[config.mk]
export PLATFORM = sky130hd
export DESIGN_NAME = periodic_budget_limiter_unit
export DESIGN_NICKNAME = d
export VERILOG_FILES = /design/src/hdl/pbl_pkg.sv /design/src/hdl/pbl_div.sv /design/src/hdl/pbl_ctrl.sv /design/src/hdl/pbl_dp.sv /design/src/hdl/periodic_budget_limiter_unit.sv
export VERILOG_INCLUDE_DIRS = /design/src /design/src/hdl
export SDC_FILE = /design/constraint.sdc
export NUM_CORES = 2
export LEC_CHECK = 0
export BUFFER_PORTS_ARGS = -buffer_cell sky130_fd_sc_hd__buf_2
export CAP_MARGIN = 30
export CORE_UTILIZATION = 60
export CTS_CLUSTER_DIAMETER = 100
export CTS_CLUSTER_SIZE = 40
export DETAILED_ROUTE_END_ITERATION = 6
export PLACE_DENSITY = 0.78
export SLEW_MARGIN = 20
export SYNTH_ARGS = -nofsm -noshare
export SYNTH_HDL_FRONTEND = slang
export SYNTH_SLANG_ARGS = --single-unit
[constraint.sdc]
create_clock -name i_clk -period 17.6 [get_ports i_clk]
set_input_delay 0.88 -clock i_clk [delete_from_list [all_inputs] [get_ports i_clk]]
set_output_delay 0.88 -clock i_clk [all_outputs]
set_load 0.005 [all_outputs]
[src/hdl/assert_macros.svh]
// Assertion macros shared by the budget limiter modules.
`ifndef ASSERT_MACROS_SVH
`define ASSERT_MACROS_SVH

// Consequent must hold in the same cycle as the antecedent.
`define ASSERT_IMPLIES(label, clk, rst_n, ante, cons) \
    label: assert property (@(posedge clk) disable iff (!rst_n) (ante) |-> (cons)) \
        else $error("same-cycle property violated");

// Consequent must hold in the cycle after the antecedent.
`define ASSERT_NEXT(label, clk, rst_n, ante, cons) \
    label: assert property (@(posedge clk) disable iff (!rst_n) (ante) |=> (cons)) \
        else $error("next-cycle property violated");

`endif

[src/hdl/pbl_pkg.sv]
// Types and constants shared by the budget limiter modules.
package pbl_pkg;

    localparam int LimitW  = 40;
    localparam int WarnW   = 17;
    localparam int PeriodW = 32;
    localparam int CostW   = 32;
    localparam int LifeW   = 47;
    localparam int CountW  = 32;
    localparam int ThrW    = 57;
    localparam int PpW     = 37;
    localparam int HalfW   = 20;
    localparam int OutW    = 242;
    localparam int OutPadW = 248;

    localparam logic [LimitW-1:0]  LimitReset  = 40'd1000000;
    localparam logic [WarnW-1:0]   WarnReset   = 17'd52429;
    localparam logic [PeriodW-1:0] PeriodReset = 32'd60;
    localparam logic [LifeW-1:0]   Lim100Reset = 47'd100000000;
    localparam logic [PpW-1:0]     PpLoReset   = 37'd52429000000;
    localparam logic [ThrW-1:0]    ThrReset    = 57'd52429000000;
    localparam logic [WarnW-1:0]   WarnOne     = 17'd65536;

    typedef enum logic [1:0] {
        CMD_CONSUME = 2'd0,
        CMD_TICK    = 2'd1,
        CMD_RESET   = 2'd2,
        CMD_QUERY   = 2'd3
    } t_cmd;

    typedef enum logic [1:0] {
        VERDICT_OK     = 2'd0,
        VERDICT_WARN   = 2'd1,
        VERDICT_DENIED = 2'd2,
        VERDICT_NONE   = 2'd3
    } t_verdict;

    typedef enum logic [1:0] {
        LEVEL_NORMAL = 2'd0,
        LEVEL_WARN   = 2'd1,
        LEVEL_LIMIT  = 2'd2
    } t_level;

    typedef enum logic [1:0] {
        CFG_LIMIT  = 2'd0,
        CFG_WARN   = 2'd1,
        CFG_PERIOD = 2'd2
    } t_cfg_idx;

    typedef enum logic [2:0] {
        ST_IDLE,
        ST_APPLY,
        ST_CHECK,
        ST_DIV,
        ST_DONE
    } t_state;

    typedef struct packed {
        logic take_in;
        logic apply;
        logic div_start;
        logic load_out;
    } t_dp_cmd;

    typedef struct packed {
        logic consume_ok;
        logic div_done;
    } t_dp_sts;

endpackage

[src/hdl/pbl_div.sv]
// Restoring serial divider: one quotient bit per cycle for the mean cost.
`include "assert_macros.svh"
module pbl_div
    import pbl_pkg::*;
(
    input  logic              i_clk,
    input  logic              i_rst_n,
    input  logic              i_start,
    input  logic [LifeW-1:0]  i_dividend,
    input  logic [CountW-1:0] i_divisor,
    output logic              o_done,
    output logic [LifeW-1:0]  o_quot
);

    localparam int CntW = $clog2(LifeW);

    logic              r_busy, n_busy;
    logic              r_done, n_done;
    logic [CntW-1:0]   r_cnt, n_cnt;
    logic [CountW-1:0] r_rem, n_rem;
    logic [LifeW-1:0]  r_quo, n_quo;
    logic [CountW-1:0] r_dvs, n_dvs;
    logic [CountW:0]   trial;
    logic [CountW:0]   diff;

    always_comb begin
        trial  = {r_rem, r_quo[LifeW-1]};
        diff   = trial - {1'b0, r_dvs};
        n_busy = r_busy;
        n_done = 1'b0;
        n_cnt  = r_cnt;
        n_rem  = r_rem;
        n_quo  = r_quo;
        n_dvs  = r_dvs;
        if (i_start) begin
            n_busy = 1'b1;
            n_cnt  = CntW'(LifeW - 1);
            n_rem  = '0;
            n_quo  = i_dividend;
            n_dvs  = i_divisor;
        end else if (r_busy) begin
            if (trial >= {1'b0, r_dvs}) begin
                n_rem = diff[CountW-1:0];
                n_quo = {r_quo[LifeW-2:0], 1'b1};
            end else begin
                n_rem = trial[CountW-1:0];
                n_quo = {r_quo[LifeW-2:0], 1'b0};
            end
            n_cnt = r_cnt - 1'b1;
            if (r_cnt == '0) begin
                n_busy = 1'b0;
                n_done = 1'b1;
            end
        end
    end

    always_ff @(posedge i_clk) begin
        if (!i_rst_n) begin
            r_busy <= 1'b0;
            r_done <= 1'b0;
            r_cnt  <= '0;
        end else begin
            r_busy <= n_busy;
            r_done <= n_done;
            r_cnt  <= n_cnt;
        end
        r_rem <= n_rem;
        r_quo <= n_quo;
        r_dvs <= n_dvs;
    end

    assign o_done = r_done;
    assign o_quot = r_quo;

    `ASSERT_NEXT(a_div_last_step, i_clk, i_rst_n, r_busy && !i_start && r_cnt == '0, !r_busy && r_done)

endmodule

[src/hdl/pbl_ctrl.sv]
// Controller state machine: sequences accept, update, divide and output load.
`include "assert_macros.svh"
module pbl_ctrl
    import pbl_pkg::*;
(
    input  logic    i_clk,
    input  logic    i_rst_n,
    input  logic    i_s_tvalid,
    output logic    o_s_tready,
    output logic    o_m_tvalid,
    input  logic    i_m_tready,
    input  t_dp_sts i_sts,
    output t_dp_cmd o_cmd
);

    t_state r_state, n_state;
    logic   r_ovalid, n_ovalid;
    logic   s_fire;

    assign o_s_tready = (r_state == ST_IDLE);
    assign s_fire     = i_s_tvalid && o_s_tready;
    assign o_m_tvalid = r_ovalid;

    always_comb begin
        n_state = r_state;
        o_cmd   = '0;
        n_ovalid = r_ovalid;
        if (r_ovalid && i_m_tready) begin
            n_ovalid = 1'b0;
        end
        unique case (r_state)
            ST_IDLE: begin
                if (s_fire) begin
                    o_cmd.take_in = 1'b1;
                    n_state = ST_APPLY;
                end
            end
            ST_APPLY: begin
                o_cmd.apply = 1'b1;
                n_state = ST_CHECK;
            end
            ST_CHECK: begin
                if (i_sts.consume_ok) begin
                    o_cmd.div_start = 1'b1;
                    n_state = ST_DIV;
                end else begin
                    n_state = ST_DONE;
                end
            end
            ST_DIV: begin
                if (i_sts.div_done) begin
                    n_state = ST_DONE;
                end
            end
            ST_DONE: begin
                // The output register is free, or its transfer completes now.
                if (!r_ovalid || i_m_tready) begin
                    o_cmd.load_out = 1'b1;
                    n_ovalid = 1'b1;
                    n_state = ST_IDLE;
                end
            end
            default: begin
                n_state = ST_IDLE;
            end
        endcase
    end

    always_ff @(posedge i_clk) begin
        if (!i_rst_n) begin
            r_state  <= ST_IDLE;
            r_ovalid <= 1'b0;
        end else begin
            r_state  <= n_state;
            r_ovalid <= n_ovalid;
        end
    end

    `ASSERT_NEXT(a_take_then_apply, i_clk, i_rst_n, s_fire, r_state == ST_APPLY)
    `ASSERT_IMPLIES(a_div_only_on_ok, i_clk, i_rst_n, o_cmd.div_start, i_sts.consume_ok)

endmodule

[src/hdl/pbl_dp.sv]
// Datapath: configuration, window and lifetime state, compares and result register.
`include "assert_macros.svh"
module pbl_dp
    import pbl_pkg::*;
(
    input  logic               i_clk,
    input  logic               i_rst_n,
    input  t_dp_cmd            i_cmd,
    output t_dp_sts            o_sts,
    input  logic [CostW-1:0]   i_s_tdata,
    input  logic [1:0]         i_s_tuser,
    input  logic               i_cfg_valid,
    input  logic [1:0]         i_cfg_index,
    input  logic [LimitW-1:0]  i_cfg_data,
    output logic [OutPadW-1:0] o_m_tdata
);

    logic [LimitW-1:0]  r_limit;
    logic [WarnW-1:0]   r_warn;
    logic [PeriodW-1:0] r_period;
    logic [LifeW-1:0]   r_lim100;
    logic [PpW-1:0]     r_pp_lo, r_pp_hi;
    logic [ThrW-1:0]    r_thr;

    t_cmd               r_cmd;
    logic [CostW-1:0]   r_cost;
    logic [LimitW-1:0]  r_win;
    logic [LifeW-1:0]   r_life;
    logic [PeriodW-1:0] r_ticks;
    logic [CountW-1:0]  r_acc;
    logic [CountW-1:0]  r_deny;
    logic [LifeW-1:0]   r_mean;
    logic               r_ok;
    t_verdict           r_vkind;
    logic [OutW-1:0]    r_out;

    logic               roll;
    logic [LimitW-1:0]  win0;
    logic [LimitW:0]    new_win;
    logic [LifeW:0]     new_life;
    logic               deny;
    logic               div_done;
    logic [LifeW-1:0]   quot;
    logic [ThrW-1:0]    win_scaled;
    logic               warn_ge, warn_gt;
    t_level             level;
    t_verdict           verdict;
    logic [LimitW-1:0]  remaining;

    // Limit-derived values are registered: lim100 and the products, then thr from them.
    always_ff @(posedge i_clk) begin
        if (!i_rst_n) begin
            r_limit  <= LimitReset;
            r_warn   <= WarnReset;
            r_period <= PeriodReset;
            r_lim100 <= Lim100Reset;
            r_pp_lo  <= PpLoReset;
            r_pp_hi  <= '0;
            r_thr    <= ThrReset;
        end else begin
            if (i_cfg_valid) begin
                unique case (t_cfg_idx'(i_cfg_index))
                    CFG_LIMIT: begin
                        if (i_cfg_data != '0) begin
                            r_limit <= i_cfg_data;
                        end
                    end
                    CFG_WARN: begin
                        if (i_cfg_data[WarnW-1:0] != '0 && i_cfg_data[WarnW-1:0] <= WarnOne) begin
                            r_warn <= i_cfg_data[WarnW-1:0];
                        end
                    end
                    CFG_PERIOD: begin
                        r_period <= i_cfg_data[PeriodW-1:0];
                    end
                    default: begin
                    end
                endcase
            end
            // Times 100 as 64 + 32 + 4.
            r_lim100 <= ({7'd0, r_limit} << 6) + ({7'd0, r_limit} << 5)
                      + ({7'd0, r_limit} << 2);
            r_pp_lo  <= PpW'(r_limit[HalfW-1:0]) * PpW'(r_warn);
            r_pp_hi  <= PpW'(r_limit[LimitW-1:HalfW]) * PpW'(r_warn);
            r_thr    <= {r_pp_hi, {HalfW{1'b0}}} + {{HalfW{1'b0}}, r_pp_lo};
        end
    end

    always_comb begin
        roll     = (r_ticks >= r_period);
        win0     = roll ? '0 : r_win;
        new_win  = {1'b0, win0} + {{(LimitW-CostW+1){1'b0}}, r_cost};
        new_life = {1'b0, r_life} + {{(LifeW-CostW+1){1'b0}}, r_cost};
        deny     = (new_win > {1'b0, r_limit}) || (new_life > {1'b0, r_lim100});
    end

    always_ff @(posedge i_clk) begin
        if (!i_rst_n) begin
            r_win   <= '0;
            r_life  <= '0;
            r_ticks <= '0;
            r_acc   <= '0;
            r_deny  <= '0;
            r_mean  <= '0;
            r_ok    <= 1'b0;
        end else begin
            if (i_cmd.apply) begin
                r_ok <= 1'b0;
                if (r_cmd == CMD_TICK) begin
                    if (r_ticks != '1) begin
                        r_ticks <= r_ticks + 1'b1;
                    end
                end else begin
                    if (roll) begin
                        r_win   <= '0;
                        r_ticks <= '0;
                    end
                    if (r_cmd == CMD_RESET) begin
                        r_win   <= '0;
                        r_ticks <= '0;
                    end else if (r_cmd == CMD_CONSUME) begin
                        if (deny) begin
                            if (r_deny != '1) begin
                                r_deny <= r_deny + 1'b1;
                            end
                        end else begin
                            r_win  <= new_win[LimitW-1:0];
                            r_life <= new_life[LifeW-1:0];
                            if (r_acc != '1) begin
                                r_acc <= r_acc + 1'b1;
                            end
                            r_ok <= 1'b1;
                        end
                    end
                end
            end
            if (div_done) begin
                r_mean <= quot;
            end
        end
    end

    always_ff @(posedge i_clk) begin
        if (i_cmd.take_in) begin
            r_cmd  <= t_cmd'(i_s_tuser);
            r_cost <= i_s_tdata;
        end
        if (i_cmd.apply) begin
            if (r_cmd != CMD_CONSUME) begin
                r_vkind <= VERDICT_NONE;
            end else if (deny) begin
                r_vkind <= VERDICT_DENIED;
            end else begin
                r_vkind <= VERDICT_OK;
            end
        end
        if (i_cmd.load_out) begin
            r_out <= {r_mean, r_deny, r_acc, r_life, r_win, remaining, level, verdict};
        end
    end

    pbl_div u_div (
        .i_clk      (i_clk),
        .i_rst_n    (i_rst_n),
        .i_start    (i_cmd.div_start),
        .i_dividend (r_life),
        .i_divisor  (r_acc),
        .o_done     (div_done),
        .o_quot     (quot)
    );

    // Warning compares run exactly as window * 65536 against limit * fraction.
    always_comb begin
        win_scaled = {1'b0, r_win, 16'd0};
        warn_ge    = (win_scaled >= r_thr);
        warn_gt    = (win_scaled > r_thr);
        if (r_win >= r_limit) begin
            level = LEVEL_LIMIT;
        end else if (warn_ge) begin
            level = LEVEL_WARN;
        end else begin
            level = LEVEL_NORMAL;
        end
        if (r_vkind == VERDICT_OK && warn_gt) begin
            verdict = VERDICT_WARN;
        end else begin
            verdict = r_vkind;
        end
        remaining = (r_limit > r_win) ? (r_limit - r_win) : '0;
    end

    assign o_sts.consume_ok = r_ok;
    assign o_sts.div_done   = div_done;
    assign o_m_tdata        = {{(OutPadW-OutW){1'b0}}, r_out};

    `ASSERT_NEXT(a_win_within_limit, i_clk, i_rst_n, i_cmd.apply && r_cmd == CMD_CONSUME && !deny, r_win <= r_limit)
    `ASSERT_NEXT(a_deny_monotonic, i_clk, i_rst_n, 1'b1, r_deny >= $past(r_deny))

endmodule

[src/hdl/periodic_budget_limiter_unit.sv]
// Top level of the fixed-window budget limiter: controller plus datapath.
//
//  Channel   Direction  Payload
//  s (item)  in         tuser: cmd; tdata: cost
//  m (res)   out        tdata: verdict, level, remaining, sums, counts, mean
//  cfg       in         index 0 limit, 1 warn fraction, 2 period; data
//
// A tick, reset, query or denied consume loads its result after apply, check and done.
// An accepted consume loads its result after apply, check, 47 serial divider steps
// and the done state; the divider sets the item time.
// The next item can transfer in the cycle after the load, even while the result waits.
// Output stalls hold the finished result; the next item then waits in the controller.
// Reset is synchronous, active low, and restores the default register values.
`include "assert_macros.svh"
module periodic_budget_limiter_unit
    import pbl_pkg::*;
(
    input  logic               i_clk,
    input  logic               i_rst_n,
    input  logic               i_s_tvalid,
    output logic               o_s_tready,
    input  logic [CostW-1:0]   i_s_tdata,   // [31:0] cost
    input  logic [1:0]         i_s_tuser,   // [1:0] cmd
    output logic               o_m_tvalid,
    input  logic               i_m_tready,
    // [1:0] verdict, [3:2] level, [43:4] remaining, [83:44] window_sum,
    // [130:84] lifetime_sum, [162:131] accepted_requests,
    // [194:163] denied_requests, [241:195] mean_cost, [247:242] zero
    output logic [OutPadW-1:0] o_m_tdata,
    input  logic               i_cfg_valid,
    output logic               o_cfg_ready,
    input  logic [1:0]         i_cfg_index,
    input  logic [LimitW-1:0]  i_cfg_data
);

    t_dp_cmd dp_cmd;
    t_dp_sts dp_sts;

    assign o_cfg_ready = 1'b1;

    pbl_ctrl u_ctrl (
        .i_clk      (i_clk),
        .i_rst_n    (i_rst_n),
        .i_s_tvalid (i_s_tvalid),
        .o_s_tready (o_s_tready),
        .o_m_tvalid (o_m_tvalid),
        .i_m_tready (i_m_tready),
        .i_sts      (dp_sts),
        .o_cmd      (dp_cmd)
    );

    pbl_dp u_dp (
        .i_clk       (i_clk),
        .i_rst_n     (i_rst_n),
        .i_cmd       (dp_cmd),
        .o_sts       (dp_sts),
        .i_s_tdata   (i_s_tdata),
        .i_s_tuser   (i_s_tuser),
        .i_cfg_valid (i_cfg_valid),
        .i_cfg_index (i_cfg_index),
        .i_cfg_data  (i_cfg_data),
        .o_m_tdata   (o_m_tdata)
    );

    `ASSERT_IMPLIES(a_load_only_in_idle_exit, i_clk, i_rst_n, dp_cmd.load_out, !o_s_tready)

endmodule

==> metrics.txt <==
clk buf depth=3; relative slew slack=29.4%; row count=122; leakage=33.0 nW; Critical-path top delay cell=o32ai_2; ys async rst share=0%; CTS Buf Count=36; crit-path max cell delay=920 ps; clk_lat worst skew=670 ps; routed length per instance=20.3 um; CP Data Arrival Time=9360 ps; measured slew at the worst slew-check pin=1060 ps; Critical Path Sink Type=register; layout overhead on the synthesized area=6.68%; Cells after Synth=7225; unrepaired setup endpoints after global routing=false; Die Area=114000 sq um; total power draw=6.81 mW; final core occ=64.8%; post-synth top area share=17.2%; max_cap viols=0; Cell Area, Synth=67400 sq um; Final Skew=60.0 ps; final hold vios=0; Final setup viols=0; post-route ant nets=0; Hold Crit Class=input port to register; first-pass GRT wire length=283 mm; Avg Cell Area, Syn=9.33 sq um; Tmin final=8840 ps; total number of vias=52.3k; grt ovf=0; EDFF count, synth=357; residual DRC count=0; top cells by area, synth=fa_1, dfxtp_1, edfxtp_1; multi-input logic area=41100 sq um; Gates resized, CTS repair=0; share of cells above drive strength 1=7.27%; total I/O pin count=332; Final period util=50.2%; Final GP Congestion=0.989; Post-CTS Hold Buffers=0; power per cell area=94.7 nW/um^2; count of cell types in the netlist=94; CTS H-tree depth=2; Fin Hold WS=381 ps; Max Fanout on Critical Path=52; CTS sink cnt=897; outcome=completed; VDD IR max=0.126 mV; WP buf/inv=2; number of global-route vias before repair=50.8k; CP Class=register to register; post-CTS setup buffer count=0; All-Layer GR Usage=31.9%; maximum clock frequency=113 MHz; count leader, synth=nand2_1; wirelength, routed=181 mm; cell family with most CP delay=compound AO/OA/AOI/OAI gates; Final Non-Filler Cells=8885; CP most frequent cell=o21ai_1; die width=337 um; 1st-pass router iterations=6; core box area=111000 sq um; Slew Limit Fails=0; area leader, netlist=fa_1; sequential cell area=21500 sq um; placed insts=8805; Fill cells=9009; Post-layout nets=8611; CTS tree=done; CP Launch Type=register; input/output buffers=324; Die Y-Extent=337 um; antenna violations before repair=7; #FFs+latches synth=897; Synth Flop Type=dfxtp_1; initial core utilization=60.7%; sequential share of the synthesized area=32.0%; Req. time, crit path=18120 ps; CTS clk-pin slew, worst paths=130 ps; commonest cells in the netlist=nand2_1, inv_1, ha_1; HPWL Detailed=137 mm; Via-to-Cell Ratio=5.89; setup tns final=0 ps; clk root buf=clkbuf_16; Iter 0 DRT Violations=4806; YS warnings=0; largest net degree at the start of global routing=163
-- routing by layer --
| metal | vias up | share of wire, % | global-route usage, % |
|---|---|---|---|
| li1 | 24131 | - | - |
| met1 | 25522 | 42 | 43.5 |
| met2 | 2242 | 46 | 51.2 |
| met3 | 398 | 8.7 | 4.77 |
| met4 | 2 | 4.3 | 13.0 |
| met5 | - | 0.0050 | 0 |
-- placed cells by master, fill, tap and decap left out, types with 81 or more instances in the layout --
| cell type | netlist | final |
|---|---|---|
| xnor2_1 | 168 | 168 |
| dfxtp_1 | 540 | 533 |
| mux2i_1 | 150 | 150 |
| a21o_1 | 164 | 164 |
| inv_1 | 926 | 924 |
| fa_1 | 580 | 580 |
| and2_1 | 243 | 241 |
| nand2_1 | 1034 | 1033 |
| o21ai_0 | 202 | 201 |
| edfxtp_1 | 357 | 357 |
| nand4_1 | 89 | 89 |
| nor2_1 | 479 | 477 |
| nand2b_1 | 90 | 90 |
| nor3_1 | 81 | 81 |
| buf_2 | 26 | 323 |
| xor2_1 | 113 | 113 |
| a21oi_1 | 354 | 354 |
| buf_4 | 11 | 81 |
| nand3_1 | 107 | 107 |
| ha_1 | 585 | 585 |
-- per-stage QoR --
stage	instance area [sq um]	setup WS (ps)
2_1_floorplan	67400	5780
3_3_place_gp	70300	8950
3_5_place_dp	70400	8760
4_1_cts	71700	8640
5_1_grt	71900	8290
6_report	71900	8760
-- kinds of logic after synthesis --
kind of cell,share of synthesized area [%]
multiplexers,2.24
AND/OR/NAND/NOR,16.2
XOR/XNOR,3.65
buffers and inverters,7.12
other,0.0111
adder cells (fa/ha/maj),28.1
flip-flops,32.0
AO/OA/AOI/OAI,10.7
-- path summary, 6_finish.rpt --
kind	startpoint	endpoint	slack (ps)	cells past startpoint
min	i_s_tdata[31]	u_dp.r_cost[31]$_DFFE_PP_	380	1
max	u_dp.r_ticks[0]$_SDFFE_PN0P_	u_dp.r_life[37]$_SDFFE_PN0P_	8760	35
min reg2reg	u_dp.r_pp_lo[17]$_SDFF_PN1_	u_dp.r_thr[17]$_SDFF_PN1_	410	1
max reg2reg	u_dp.r_ticks[0]$_SDFFE_PN0P_	u_dp.r_life[37]$_SDFFE_PN0P_	8760	35
-- area by class of cell --
class | instances | share of cell area [%]
Timing Repair Buffer | 420 | 3.49
Antenna cell | 6 | 0.0209
Sequential cell | 897 | 30.0
Inverter | 926 | 4.85
Multi-Input combinational cell | 5084 | 57.2
Tap cell | 1488 | 2.59
Clock buffer | 45 | 1.36
Clock inverter | 19 | 0.506
-- sequential cells by signal, indices dropped and copies added (netlist names), 6 cells and up --
name and cells:
u_dp.r_acc 32, u_dp.r_deny 32, u_dp.r_life 47, u_dp.r_win 40, u_dp.u_div.r_dvs 32, u_dp.r_pp_hi 37
u_dp.r_lim100 45, u_dp.r_cost 32, u_dp.u_div.r_rem 32, u_dp.r_period 32, u_dp.r_pp_lo 37, u_dp.r_warn 17
u_dp.u_div.o_quot 47, u_dp.r_out 242, u_dp.u_div.r_cnt 6, u_dp.r_limit 40, u_dp.r_thr 57, u_dp.r_mean 47
u_dp.r_ticks 32
-- report_power, final --
group	leakage, nW	total [mW]	internal, mW	switching, mW
Clock	0.617	1.17	0.441	0.727
Sequential	7.73	2.67	2.48	0.190
Combinational	24.7	2.96	1.19	1.78
Total	33.0	6.81	4.11	2.69
No activity file was read; power rests on OpenSTA's default activity.
